### src/hw/rtl/positional_list_insert_delete_core_macros.svh
// assertion macros for the positional list core
`ifndef POSITIONAL_LIST_INSERT_DELETE_CORE_MACROS_SVH
`define POSITIONAL_LIST_INSERT_DELETE_CORE_MACROS_SVH

// same-cycle implication, checked outside reset
`define PLID_ASSERT_IMP(label, ante, cons, msg) \
  label: assert property (@(posedge clk) disable iff (!rst_n) (ante) |-> (cons)) \
    else $error(msg);

// next-cycle implication, checked outside reset
`define PLID_ASSERT_NXT(label, ante, cons, msg) \
  label: assert property (@(posedge clk) disable iff (!rst_n) (ante) |=> (cons)) \
    else $error(msg);

`endif

### src/hw/rtl/plid_pkg.sv
// shared constants, codes and control types of the positional list core
package plid_pkg;

  localparam int DEPTH  = 64;
  localparam int ADDR_W = $clog2(DEPTH);
  localparam int CNT_W  = $clog2(DEPTH + 1);
  localparam int CMP_W  = ((CNT_W > 7) ? CNT_W : 7) + 1;

  localparam logic [1:0] REQ_INSERT = 2'd0;
  localparam logic [1:0] REQ_DELETE = 2'd1;
  localparam logic [1:0] REQ_READ   = 2'd2;

  localparam logic [1:0] STAT_DONE    = 2'd0;
  localparam logic [1:0] STAT_INVALID = 2'd1;
  localparam logic [1:0] STAT_FULL    = 2'd2;

  typedef enum logic [1:0] {
    OP_REJ,
    OP_INS,
    OP_DEL,
    OP_RD
  } op_t;

  typedef enum logic [1:0] {
    S_IDLE,
    S_RD,
    S_WR,
    S_FIN
  } ctl_state_t;

  typedef struct packed {
    logic load;
    logic rd;
    logic wr;
    logic fin;
  } cmd_t;

  typedef struct packed {
    op_t  op;
    logic more;
  } sts_t;

endpackage

### src/hw/rtl/plid_datapath.sv
// list memory, shift cursor, count register and result registers
module plid_datapath (
  input  logic                 clk,
  input  logic                 rst_n,
  input  plid_pkg::cmd_t       cmd,
  input  logic [1:0]           in_req_type,
  input  logic [6:0]           in_position,
  input  logic signed [31:0]   in_value,
  output plid_pkg::sts_t       sts,
  output logic [1:0]           out_status,
  output logic [6:0]           out_entry_count,
  output logic signed [31:0]   out_read_value
);
  import plid_pkg::*;

  logic [31:0]       mem [DEPTH];
  logic [31:0]       rdata_r;
  op_t               op_r;
  logic [1:0]        stat_r;
  logic [ADDR_W-1:0] k_r;
  logic [ADDR_W-1:0] cursor_r;
  logic [31:0]       val_r;
  logic [CNT_W-1:0]  count_r;
  logic [1:0]        out_stat_r;
  logic [6:0]        out_cnt_r;
  logic [31:0]       out_val_r;

  op_t               op_in;
  logic [1:0]        stat_in;
  logic [CMP_W-1:0]  pos_e;
  logic [CMP_W-1:0]  cnt_e;
  logic [CMP_W-1:0]  kk;
  logic [ADDR_W-1:0] raddr;
  logic              we;
  logic [ADDR_W-1:0] waddr;
  logic [31:0]       wdata;
  logic [CNT_W-1:0]  count_nxt;
  logic [CMP_W-1:0]  count_out_e;

  // request decode against the current count
  always_comb begin
    pos_e   = CMP_W'(in_position);
    cnt_e   = CMP_W'(count_r);
    kk      = pos_e - CMP_W'(1);
    op_in   = OP_REJ;
    stat_in = STAT_INVALID;
    case (in_req_type)
      REQ_INSERT: begin
        if (pos_e == '0 || pos_e > cnt_e + CMP_W'(1)) begin
          stat_in = STAT_INVALID;
        end else if (count_r == CNT_W'(DEPTH)) begin
          stat_in = STAT_FULL;
        end else begin
          op_in   = OP_INS;
          stat_in = STAT_DONE;
        end
      end
      REQ_DELETE: begin
        if (pos_e != '0 && pos_e <= cnt_e) begin
          op_in   = OP_DEL;
          stat_in = STAT_DONE;
        end
      end
      REQ_READ: begin
        if (pos_e != '0 && pos_e <= cnt_e) begin
          op_in   = OP_RD;
          stat_in = STAT_DONE;
        end
      end
      default: begin
        op_in   = OP_REJ;
        stat_in = STAT_INVALID;
      end
    endcase
  end

  always_comb begin
    sts.op   = op_r;
    sts.more = 1'b0;
    raddr    = cursor_r;
    case (op_r)
      OP_INS: begin
        sts.more = (cursor_r > k_r);
        raddr    = cursor_r - ADDR_W'(1);
      end
      OP_DEL: begin
        sts.more = (CNT_W'(cursor_r) + CNT_W'(1)) < count_r;
        raddr    = cursor_r + ADDR_W'(1);
      end
      default: begin
        sts.more = 1'b0;
        raddr    = cursor_r;
      end
    endcase
  end

  always_comb begin
    we    = 1'b0;
    waddr = cursor_r;
    wdata = rdata_r;
    if (cmd.wr) begin
      we = 1'b1;
    end else if (cmd.fin && op_r == OP_INS) begin
      we    = 1'b1;
      waddr = k_r;
      wdata = val_r;
    end
  end

  always_comb begin
    count_nxt = count_r;
    case (op_r)
      OP_INS:  count_nxt = count_r + CNT_W'(1);
      OP_DEL:  count_nxt = count_r - CNT_W'(1);
      default: count_nxt = count_r;
    endcase
    count_out_e = CMP_W'(count_nxt);
  end

  always_ff @(posedge clk) begin
    if (we) begin
      mem[waddr] <= wdata;
    end
    if (cmd.rd) begin
      rdata_r <= mem[raddr];
    end
  end

  always_ff @(posedge clk) begin
    if (!rst_n) begin
      count_r <= '0;
      op_r    <= OP_REJ;
    end else begin
      if (cmd.load) begin
        op_r <= op_in;
      end
      if (cmd.fin) begin
        count_r <= count_nxt;
      end
    end
  end

  always_ff @(posedge clk) begin
    if (cmd.load) begin
      stat_r   <= stat_in;
      k_r      <= kk[ADDR_W-1:0];
      val_r    <= in_value;
      cursor_r <= (op_in == OP_INS) ? count_r[ADDR_W-1:0] : kk[ADDR_W-1:0];
    end else if (cmd.wr) begin
      cursor_r <= (op_r == OP_INS) ? cursor_r - ADDR_W'(1) : cursor_r + ADDR_W'(1);
    end
    if (cmd.fin) begin
      out_stat_r <= stat_r;
      out_cnt_r  <= count_out_e[6:0];
      out_val_r  <= (op_r == OP_RD) ? rdata_r : '0;
    end
  end

  assign out_status      = out_stat_r;
  assign out_entry_count = out_cnt_r;
  assign out_read_value  = out_val_r;

endmodule

### src/hw/rtl/plid_ctrl.sv
// sequencer for accept, shift steps and result hand-off
module plid_ctrl (
  input  logic           clk,
  input  logic           rst_n,
  input  logic           in_tvalid,
  output logic           in_tready,
  output logic           out_tvalid,
  input  logic           out_tready,
  input  plid_pkg::sts_t sts,
  output plid_pkg::cmd_t cmd
);
  import plid_pkg::*;

  ctl_state_t state_r, state_nxt;
  logic       out_valid_r, out_valid_nxt;

  always_ff @(posedge clk) begin
    if (!rst_n) begin
      state_r     <= S_IDLE;
      out_valid_r <= 1'b0;
    end else begin
      state_r     <= state_nxt;
      out_valid_r <= out_valid_nxt;
    end
  end

  always_comb begin
    state_nxt     = state_r;
    out_valid_nxt = out_valid_r && !out_tready;
    cmd           = '0;
    in_tready     = 1'b0;
    case (state_r)
      S_IDLE: begin
        in_tready = 1'b1;
        if (in_tvalid) begin
          cmd.load  = 1'b1;
          state_nxt = S_RD;
        end
      end
      S_RD: begin
        case (sts.op)
          OP_RD: begin
            cmd.rd    = 1'b1;
            state_nxt = S_FIN;
          end
          OP_INS, OP_DEL: begin
            if (sts.more) begin
              cmd.rd    = 1'b1;
              state_nxt = S_WR;
            end else begin
              state_nxt = S_FIN;
            end
          end
          default: state_nxt = S_FIN;
        endcase
      end
      S_WR: begin
        cmd.wr    = 1'b1;
        state_nxt = S_RD;
      end
      S_FIN: begin
        if (!out_valid_r || out_tready) begin
          cmd.fin       = 1'b1;
          out_valid_nxt = 1'b1;
          state_nxt     = S_IDLE;
        end
      end
      default: state_nxt = S_IDLE;
    endcase
  end

  assign out_tvalid = out_valid_r;

endmodule

### src/hw/rtl/positional_list_insert_delete_core.sv
// top level of the positional list core: ordered list with insert, delete and read
//
// in channel: one request per transfer (req_type, position, value); out channel:
// one result per request (status, entry_count, read_value), in request order.
// a request is taken only while the core is idle; the result sits in an output
// register, so the next request may be taken while that result waits.
// after a request transfer the core decodes it: a read does one memory read,
// a rejected request none, and an insert or delete moves each entry from the
// position on (insert) or after it (delete) by one place, each shifted entry
// costing one memory read and one memory write on the list memory. the result
// is then registered, and result valid rises on the edge that returns the core
// to idle.
// reset (synchronous, active low) empties the list; memory contents are
// left as they are and only written cells are ever read.
// if the receiver stalls, the result holds; a following request runs up to
// its final step and waits there until the output register is free.
module positional_list_insert_delete_core (
  input  logic        clk,
  input  logic        rst_n,
  input  logic        in_tvalid,
  output logic        in_tready,
  input  logic [47:0] in_tdata,   // req_type[1:0], position[8:2], value[40:9]
  output logic        out_tvalid,
  input  logic        out_tready,
  output logic [47:0] out_tdata   // status[1:0], entry_count[8:2], read_value[40:9]
);
  import plid_pkg::*;

  `include "positional_list_insert_delete_core_macros.svh"

  cmd_t               cmd;
  sts_t               sts;
  logic [1:0]         res_status;
  logic [6:0]         res_count;
  logic signed [31:0] res_value;

  plid_ctrl u_ctrl (
    .clk        (clk),
    .rst_n      (rst_n),
    .in_tvalid  (in_tvalid),
    .in_tready  (in_tready),
    .out_tvalid (out_tvalid),
    .out_tready (out_tready),
    .sts        (sts),
    .cmd        (cmd)
  );

  plid_datapath u_dp (
    .clk             (clk),
    .rst_n           (rst_n),
    .cmd             (cmd),
    .in_req_type     (in_tdata[1:0]),
    .in_position     (in_tdata[8:2]),
    .in_value        (in_tdata[40:9]),
    .sts             (sts),
    .out_status      (res_status),
    .out_entry_count (res_count),
    .out_read_value  (res_value)
  );

  assign out_tdata = {7'b0, res_value, res_count, res_status};

  `PLID_ASSERT_IMP(a_fin_slot_free, cmd.fin, !out_tvalid || out_tready, "result overwrote a pending transfer")
  `PLID_ASSERT_IMP(a_fail_zero_value, out_tvalid && res_status != STAT_DONE, res_value == '0, "failed request returned a value")
  `PLID_ASSERT_NXT(a_one_at_a_time, in_tvalid && in_tready, !in_tready, "request taken while busy")
  `PLID_ASSERT_IMP(a_wr_after_rd, cmd.wr, $past(cmd.rd), "shift write without preceding read")

endmodule
### config.mk
export PLATFORM = sky130hd
export DESIGN_NAME = positional_list_insert_delete_core
export DESIGN_NICKNAME = d
export VERILOG_FILES = /design/src/hw/rtl/plid_pkg.sv /design/src/hw/rtl/plid_datapath.sv /design/src/hw/rtl/plid_ctrl.sv /design/src/hw/rtl/positional_list_insert_delete_core.sv
export VERILOG_INCLUDE_DIRS = /design/src /design/src/hw/rtl
export SDC_FILE = /design/constraint.sdc
export NUM_CORES = 2
export LEC_CHECK = 0
export BUFFER_PORTS_ARGS = -buffer_cell sky130_fd_sc_hd__buf_2
export CELL_PAD_IN_SITES_DETAIL_PLACEMENT = 1
export CELL_PAD_IN_SITES_GLOBAL_PLACEMENT = 1
export CORE_ASPECT_RATIO = 1.2
export CORE_MARGIN = 4
export CORE_UTILIZATION = 49
export CTS_BUF_LIST = sky130_fd_sc_hd__clkbuf_8
export CTS_CLUSTER_SIZE = 12
export DETAILED_ROUTE_END_ITERATION = 7
export PLACE_DENSITY_LB_ADDON = 0.2
export SYNTH_ARGS = -nofsm -noshare
export SYNTH_HDL_FRONTEND = slang
export SYNTH_SLANG_ARGS = --single-unit
export TNS_END_PERCENT = 10
### constraint.sdc
create_clock -name clk -period 10.5 [get_ports clk]
set_input_delay 1.575 -clock clk [delete_from_list [all_inputs] [get_ports clk]]
set_output_delay 1.575 -clock clk [all_outputs]
set_load 0.03 [all_outputs]
* Word level (Yosys, flattened, before mapping)
Memories as Yosys holds them, arrays and structs flattened. A register that Yosys moved wholly into a read port is not among the register bits.
Index checks and enable logic that the tools add are counted.
** Operators by class
- Add/subtract/negate cells :: 7
- Order comparisons :: 4
- Eq/ne operators :: 12
- Mux-type cells :: 40
- Reductions and logical operators :: 15
** Operators by type and width (number)
- 32-bit two-way mux :: 2
- 6-bit two-way mux :: 6
- 1-bit two-way mux :: 18
- 2-bit two-way mux :: 7
- 7-bit case mux with 2 select lines :: 1
- 6-bit case mux with 2 select lines :: 1
- 6-bit by 1-bit subtractor with 6-bit output (second input constant) :: 2
- 2-bit == test (second input constant) :: 5
- 7-bit by 1-bit adder with 8-bit output (second input constant) :: 1
- 2-bit by 1-bit == test with 1-bit output (second input constant) :: 4
- 7-bit by 8-bit greater-than comparator with 1-bit output :: 1
- 2-bit case mux with 4 select lines :: 1
- 6-bit by 1-bit adder with 7-bit output (second input constant) :: 1
- 7-bit by 1-bit adder with 7-bit output (second input constant) :: 1
- 7-bit == test (second input constant) :: 1
- 7-bit less-or-equal comparator :: 1
- 7-bit logical NOT :: 1
- 7-bit less-than comparator :: 1
- 7-bit nonzero test :: 1
- 7-bit by 1-bit subtractor with 7-bit output (second input constant) :: 1
- 6-bit by 1-bit adder with 6-bit output (second input constant) :: 1
- 6-bit greater-than comparator :: 1
- 2-bit case mux with 3 select lines :: 1
- 2-bit logical NOT :: 2
- 10 further kinds :: 16
** Word-level totals
- Register bits :: 99
- Bits in writable memories :: 2048
- Bits of input ports :: 52
- Output and inout port bits :: 50
- Logic and storage cells :: 90
- Memories :: 1
** Memories
- u_dp.mem :: depth 64, width 32, rd ports 1, clocked after Yosys merged registers in 1, write ports 1, RTL line plid_datapath.sv:16 : logic [31:0] mem [DEPTH];

* Logic depth before layout (Yosys ltp)
- Depth in word-level cells :: 9
- Gate-level depth with buffers :: 16

* Hierarchy
A second synthesis with hierarchy kept.
** Unflattened totals
- Cell total of the unflattened synthesis :: 5328
- Area total of the unflattened synthesis :: 86568.0 µm²
** By module, submodules not included
- plid_datapath :: instances 1, cells each 5299, area an instance 86319.0 µm², seq. area each 65252.6 µm²
- plid_ctrl :: instances 1, cells each 21, area an instance 192.7 µm², seq. area each 60.1 µm²
- positional_list_insert_delete_core :: instances 1, cells each 8, area an instance 56.3 µm², seq. area each 0.0 µm²

* Least setup slack after synthesis
No wires, ideal clock.
- Path type :: reg-to-reg
- Start :: register u_dp.cursor_r[0]
- End :: register u_dp.rdata_r[0], read port of u_dp.mem (enable)
- Library setup time :: 0.594 ns
- Data arrival time :: 7.194 ns
- Data required time :: 9.906 ns
- Setup slack :: 2.711 ns
- Stages on the path, launching flop included :: 13
- Buffers on the path :: 1
- Cells stage by stage :: edfxtp_1 -> buf_4 -> clkinv_1 -> ha_1 -> ha_1 -> a21boi_0 -> o21ai_0 -> nand2b_1 -> a21oi_1 -> nor2b_1 -> o211ai_1 -> a2bb2oi_1 -> a2111oi_0
** RTL lines
- start, declared :: RTL line plid_datapath.sv:21 : logic [ADDR_W-1:0] cursor_r;
- start signal, assigned :: RTL line plid_datapath.sv:148 : cursor_r <= (op_in == OP_INS) ? count_r[ADDR_W-1:0] : kk[ADDR_W-1:0];
- start signal, assigned :: RTL line plid_datapath.sv:150 : cursor_r <= (op_r == OP_INS) ? cursor_r - ADDR_W'(1) : cursor_r + ADDR_W'(1);
- end, declared :: RTL line plid_datapath.sv:17 : logic [31:0] rdata_r;

* Worst setup path after layout
- Start :: register u_ctrl.state_r[1]
- End :: memory u_dp.mem[9][17] (enable)
** On the way
- Cells in the longest elaborated chain, start to end :: 7
- Elaborated cells on any way between the ends :: 11
- Those cells by class :: 2 x eq/ne; 8 x mux; 1 x reduce/logical
** RTL lines
- start, declared :: RTL line plid_ctrl.sv:14 : ctl_state_t state_r, state_nxt;
- start signal, assigned :: RTL line plid_ctrl.sv:22 : state_r <= state_nxt;
- 2-bit == test :: RTL line plid_ctrl.sv:32 : case (state_r)
- 1-bit two-way mux :: RTL line plid_ctrl.sv:32
- 1-bit logical AND :: RTL line plid_datapath.sv:103 : end else if (cmd.fin && op_r == OP_INS) begin
- 1-bit two-way mux :: RTL line plid_datapath.sv:103
- 1-bit two-way mux :: RTL line plid_datapath.sv:101 : if (cmd.wr) begin
- 1-bit two-way mux :: RTL line plid_datapath.sv:121 : if (we) begin
- 1-bit two-way mux (not written as such) :: RTL line plid_datapath.sv:122 : mem[waddr] <= wdata;
- end, declared :: RTL line plid_datapath.sv:16
Parallel ways exist; a longest one is shown, timed or not.

==> results.tsv <==
metric	value	unit
outcome	finished clean	
vias in the first global route	51305	
Syn Inst Count	5141	
Port Buf Inserts	87	
Fin Hold WS	0.4272	ns
first-pass GRT wire length	358000	µm
drt initial violations	4918	
largest net degree at the start of global routing	147	
Top Family by Delay on Critical Path	simple AND/OR/NAND/NOR gates	
Yosys cell types	75	
clock tree buffer depth	4	
utilization after layout	54.77	%
internal power	14170	µW
sw power	6043	µW
core area	0.1747	mm²
Sequential Power Share	47.6	%
Num CTS Buffers	352	
period utilisation layout	58.65	%
clk_lat worst skew	1.08	ns
Sink Count	2179	
Clock Power Share	32.1	%
antenna-violating nets left	0	
MaxCap Viol Count	0	
hold_buf cts	0	
Sw Ratio	29.90	%
design area	0.09566	mm²
CTS tree	built	
simple-gate portion of the synthesized area	9.004	%
CP Cell Sequence	nand2_1 > nor2b_4 > buf_4 > and2_1 > buf_4 > and3_1 > a31oi_1 > or3_1 > nor2_4 > buf_4	
PwrDens	211.3	mW/mm²
hpwl dp	136400	µm
final net count	5507	
Total GRT Usage	27.23	%
row count	168	
Post-synth EDFFs	2167	
worst slew pin tran	1.437	ns
Final setup viols	0	
setup bufs post-CTS	0	
Worst path slowest cell	and2_1	
Post-Route WL	247600	µm
mapped cell area	0.08600	mm²
YS warnings	0	
Hold Violations, Final	0	
initial antenna violation count	9	
kind of critical path	flip-flop to flip-flop	
most common cell after layout, fill and taps aside	edfxtp_1	
crit end category	flip-flop	
PostCTS Resize Cnt	0	
startpoint types	flip-flop	
layout cells sized above 1	18.76	%
Worst-path clk slew	0.06	ns
final RePlAce weighted congestion	0.8081	
worst min-delay path class	flip-flop to flip-flop	
FMAX	162.4	MHz
average vias per placed instance	6.149	
syn avg cell area	16.73	µm²
Worst path most repeated cell	buf_4	
FFs w/ async S/R, synth	0	%
max incr delay on CP	0.86	ns
Die Span Y	466.9	µm
Clock Skews	0.1200	ns
Final min period	6.159	ns
H-tree levels	5	
DRT Pass-1 Iters	6	
die area	0.1823	mm²
Starting Density	49.24	%
vias post-DR	48778	
CP Data Arrival Time	6.79	ns
commonest cells after routing, fill and taps aside	edfxtp_1 (2167), nand2_1 (1027), nand3_1 (420)	
main combinational cell family by area after synthesis	multiplexers	
post-synthesis adder-cell area fraction	0.6779	%
Post-Synth XOR/XNOR Area	0.2648	%
detailed-route wire length per cell	31.22	µm
DRC viols	0	
Rel. slew slack	4.185	%
Yosys reg bits	2179	
Compound-Gate Fraction of Synth Area	2.984	%
Die Wd	390.5	µm
Comb power frac	20.3	%
number of fill cells	16008	
crit path max fanout	36	
IO Count	102	
Worst EP required	11.13	ns
placed cell area	0.08973	mm²
Congestion Overflow GR	0	
worst path bufs/invs	3	
area grow syn2layout	11.23	%
TNS Setup	0	ns
share of the yosys chip area belonging to registers	75.94	%
max-slew violations	0	
mux cell area share after synthesis	9.338	%
Static Leakage	0.03169	µW
RSZ-0062 raised after global routing	no	
Root Driver	clkbuf_8	
Primary FF master, synth	edfxtp_1	
Worst IR Drop VDD	160.7	µV
[registers in the layout (all words and copies together), names as in the netlist, 6 cells and up]
register and flops:
u_dp.k_r 6, u_dp.count_r 7, u_dp.rdata_r 32, u_dp.out_entry_count 7
u_dp.mem 2048, u_dp.cursor_r 6, u_dp.val_r 32, u_dp.out_read_value 32
[kinds of logic (layout without fill, tap and decap cells)]
kind of cell               after synthesis  count (layout)
DFF                                   2179            2179
and+or+nand+nor                       1764            1764
AOI/OAI and AO/OA                      371             371
buffers and inverters                  343             831
xor gates and xnor gates                26              26
muxes                                  411             411
adders and majority gates               46              46
other                                    1              10
[power groups by stage]
stage          Combinational (µW)  Sequential, µW  Clock, µW
6_report                     4100            9630       6490
5_1_grt                      4400            9630       7060
4_1_cts                      4110            9630       6640
3_5_place_dp                 4090            9810          0
3_3_place_gp                 4020            9810          0
2_1_floorplan                2670            9790          0
[worst reg2reg max path, delay by kind of cell (launching register included)]
| kind | cells | cell delay (ns) |
|---|---|---|
| buffers and inverters | 3 | 1.53 |
| and+or+nand+nor | 6 | 3.45 |
| DFF | 1 | 0.64 |
| AOI/OAI and AO/OA | 1 | 0.11 |
[synthesized netlist by cell type, types with 7 or more instances]
library cell	instances	area share (%)
buf_4	31	0.27
and2_1	36	0.26
a21boi_0	7	0.061
o31ai_1	13	0.11
nand4_1	16	0.12
a32oi_1	19	0.19
xnor2_1	18	0.18
a211oi_1	25	0.22
inv_1	32	0.14
edfxtp_1	2167	76
o21ai_0	45	0.26
buf_1	32	0.14
o21ai_1	9	0.052
nand2b_1	7	0.051
mux4_2	313	8.2
dfxtp_1	12	0.28
or3_1	8	0.058
a31oi_1	86	0.63
nor2_1	79	0.34
xor2_1	8	0.081
o221ai_1	47	0.48
a21o_1	10	0.087
nor2b_1	12	0.087
buf_2	100	0.58
ha_1	45	0.65
a21oi_1	58	0.34
nand2_1	1059	4.6
and3_1	87	0.63
nand3_1	420	2.4
mux2i_1	97	1.1
nor3_1	16	0.093
clkbuf_1	146	0.64
[stage by stage]
step,total power (µW),setup WS [ns],cells
2_1_floorplan,12460,2.711,5147
3_3_place_gp,13820,3.598,7350
3_5_place_dp,13900,3.410,7350
4_1_cts,20380,4.239,7930
5_1_grt,21090,4.023,7932
6_report,20210,4.341,7933
[layer usage]
metal	GRT usage [%]	up-vias	wire length, µm
li1	-	20429	-
met1	36.74	25741	98260
met2	44.78	2162	121800
met3	5.734	444	20040
met4	8.695	2	7497
met5	0	-	13
[final cells by class]
type / count / area, µm² / share of cell area, %
Sequential cell: 2179 / 65310 / 68.27
Multi-Input combinational cell: 2625 / 19860 / 20.76
Antenna cell: 3 / 7.507 / 0.007848
Timing Repair Buffer: 218 / 1556 / 1.627
Tap cell: 2295 / 2872 / 3.002
Clock inverter: 225 / 1041 / 1.088
Clock buffer: 355 / 4886 / 5.107
Inverter: 33 / 123.9 / 0.1295
[path summary, 6_finish.rpt]
check / from / cells past startpoint / slack [ns] / to
setup / recovery: u_ctrl.state_r[1] / 10 / 4.34 / u_dp.mem[9][17]
hold / removal: u_dp.stat_r[1] / 0 / 0.43 / u_dp.out_status[1]
setup reg to reg: u_ctrl.state_r[1] / 10 / 4.34 / u_dp.mem[9][17]
hold reg to reg: u_dp.stat_r[1] / 0 / 0.43 / u_dp.out_status[1]
No activity file was read; power rests on OpenSTA's default activity.
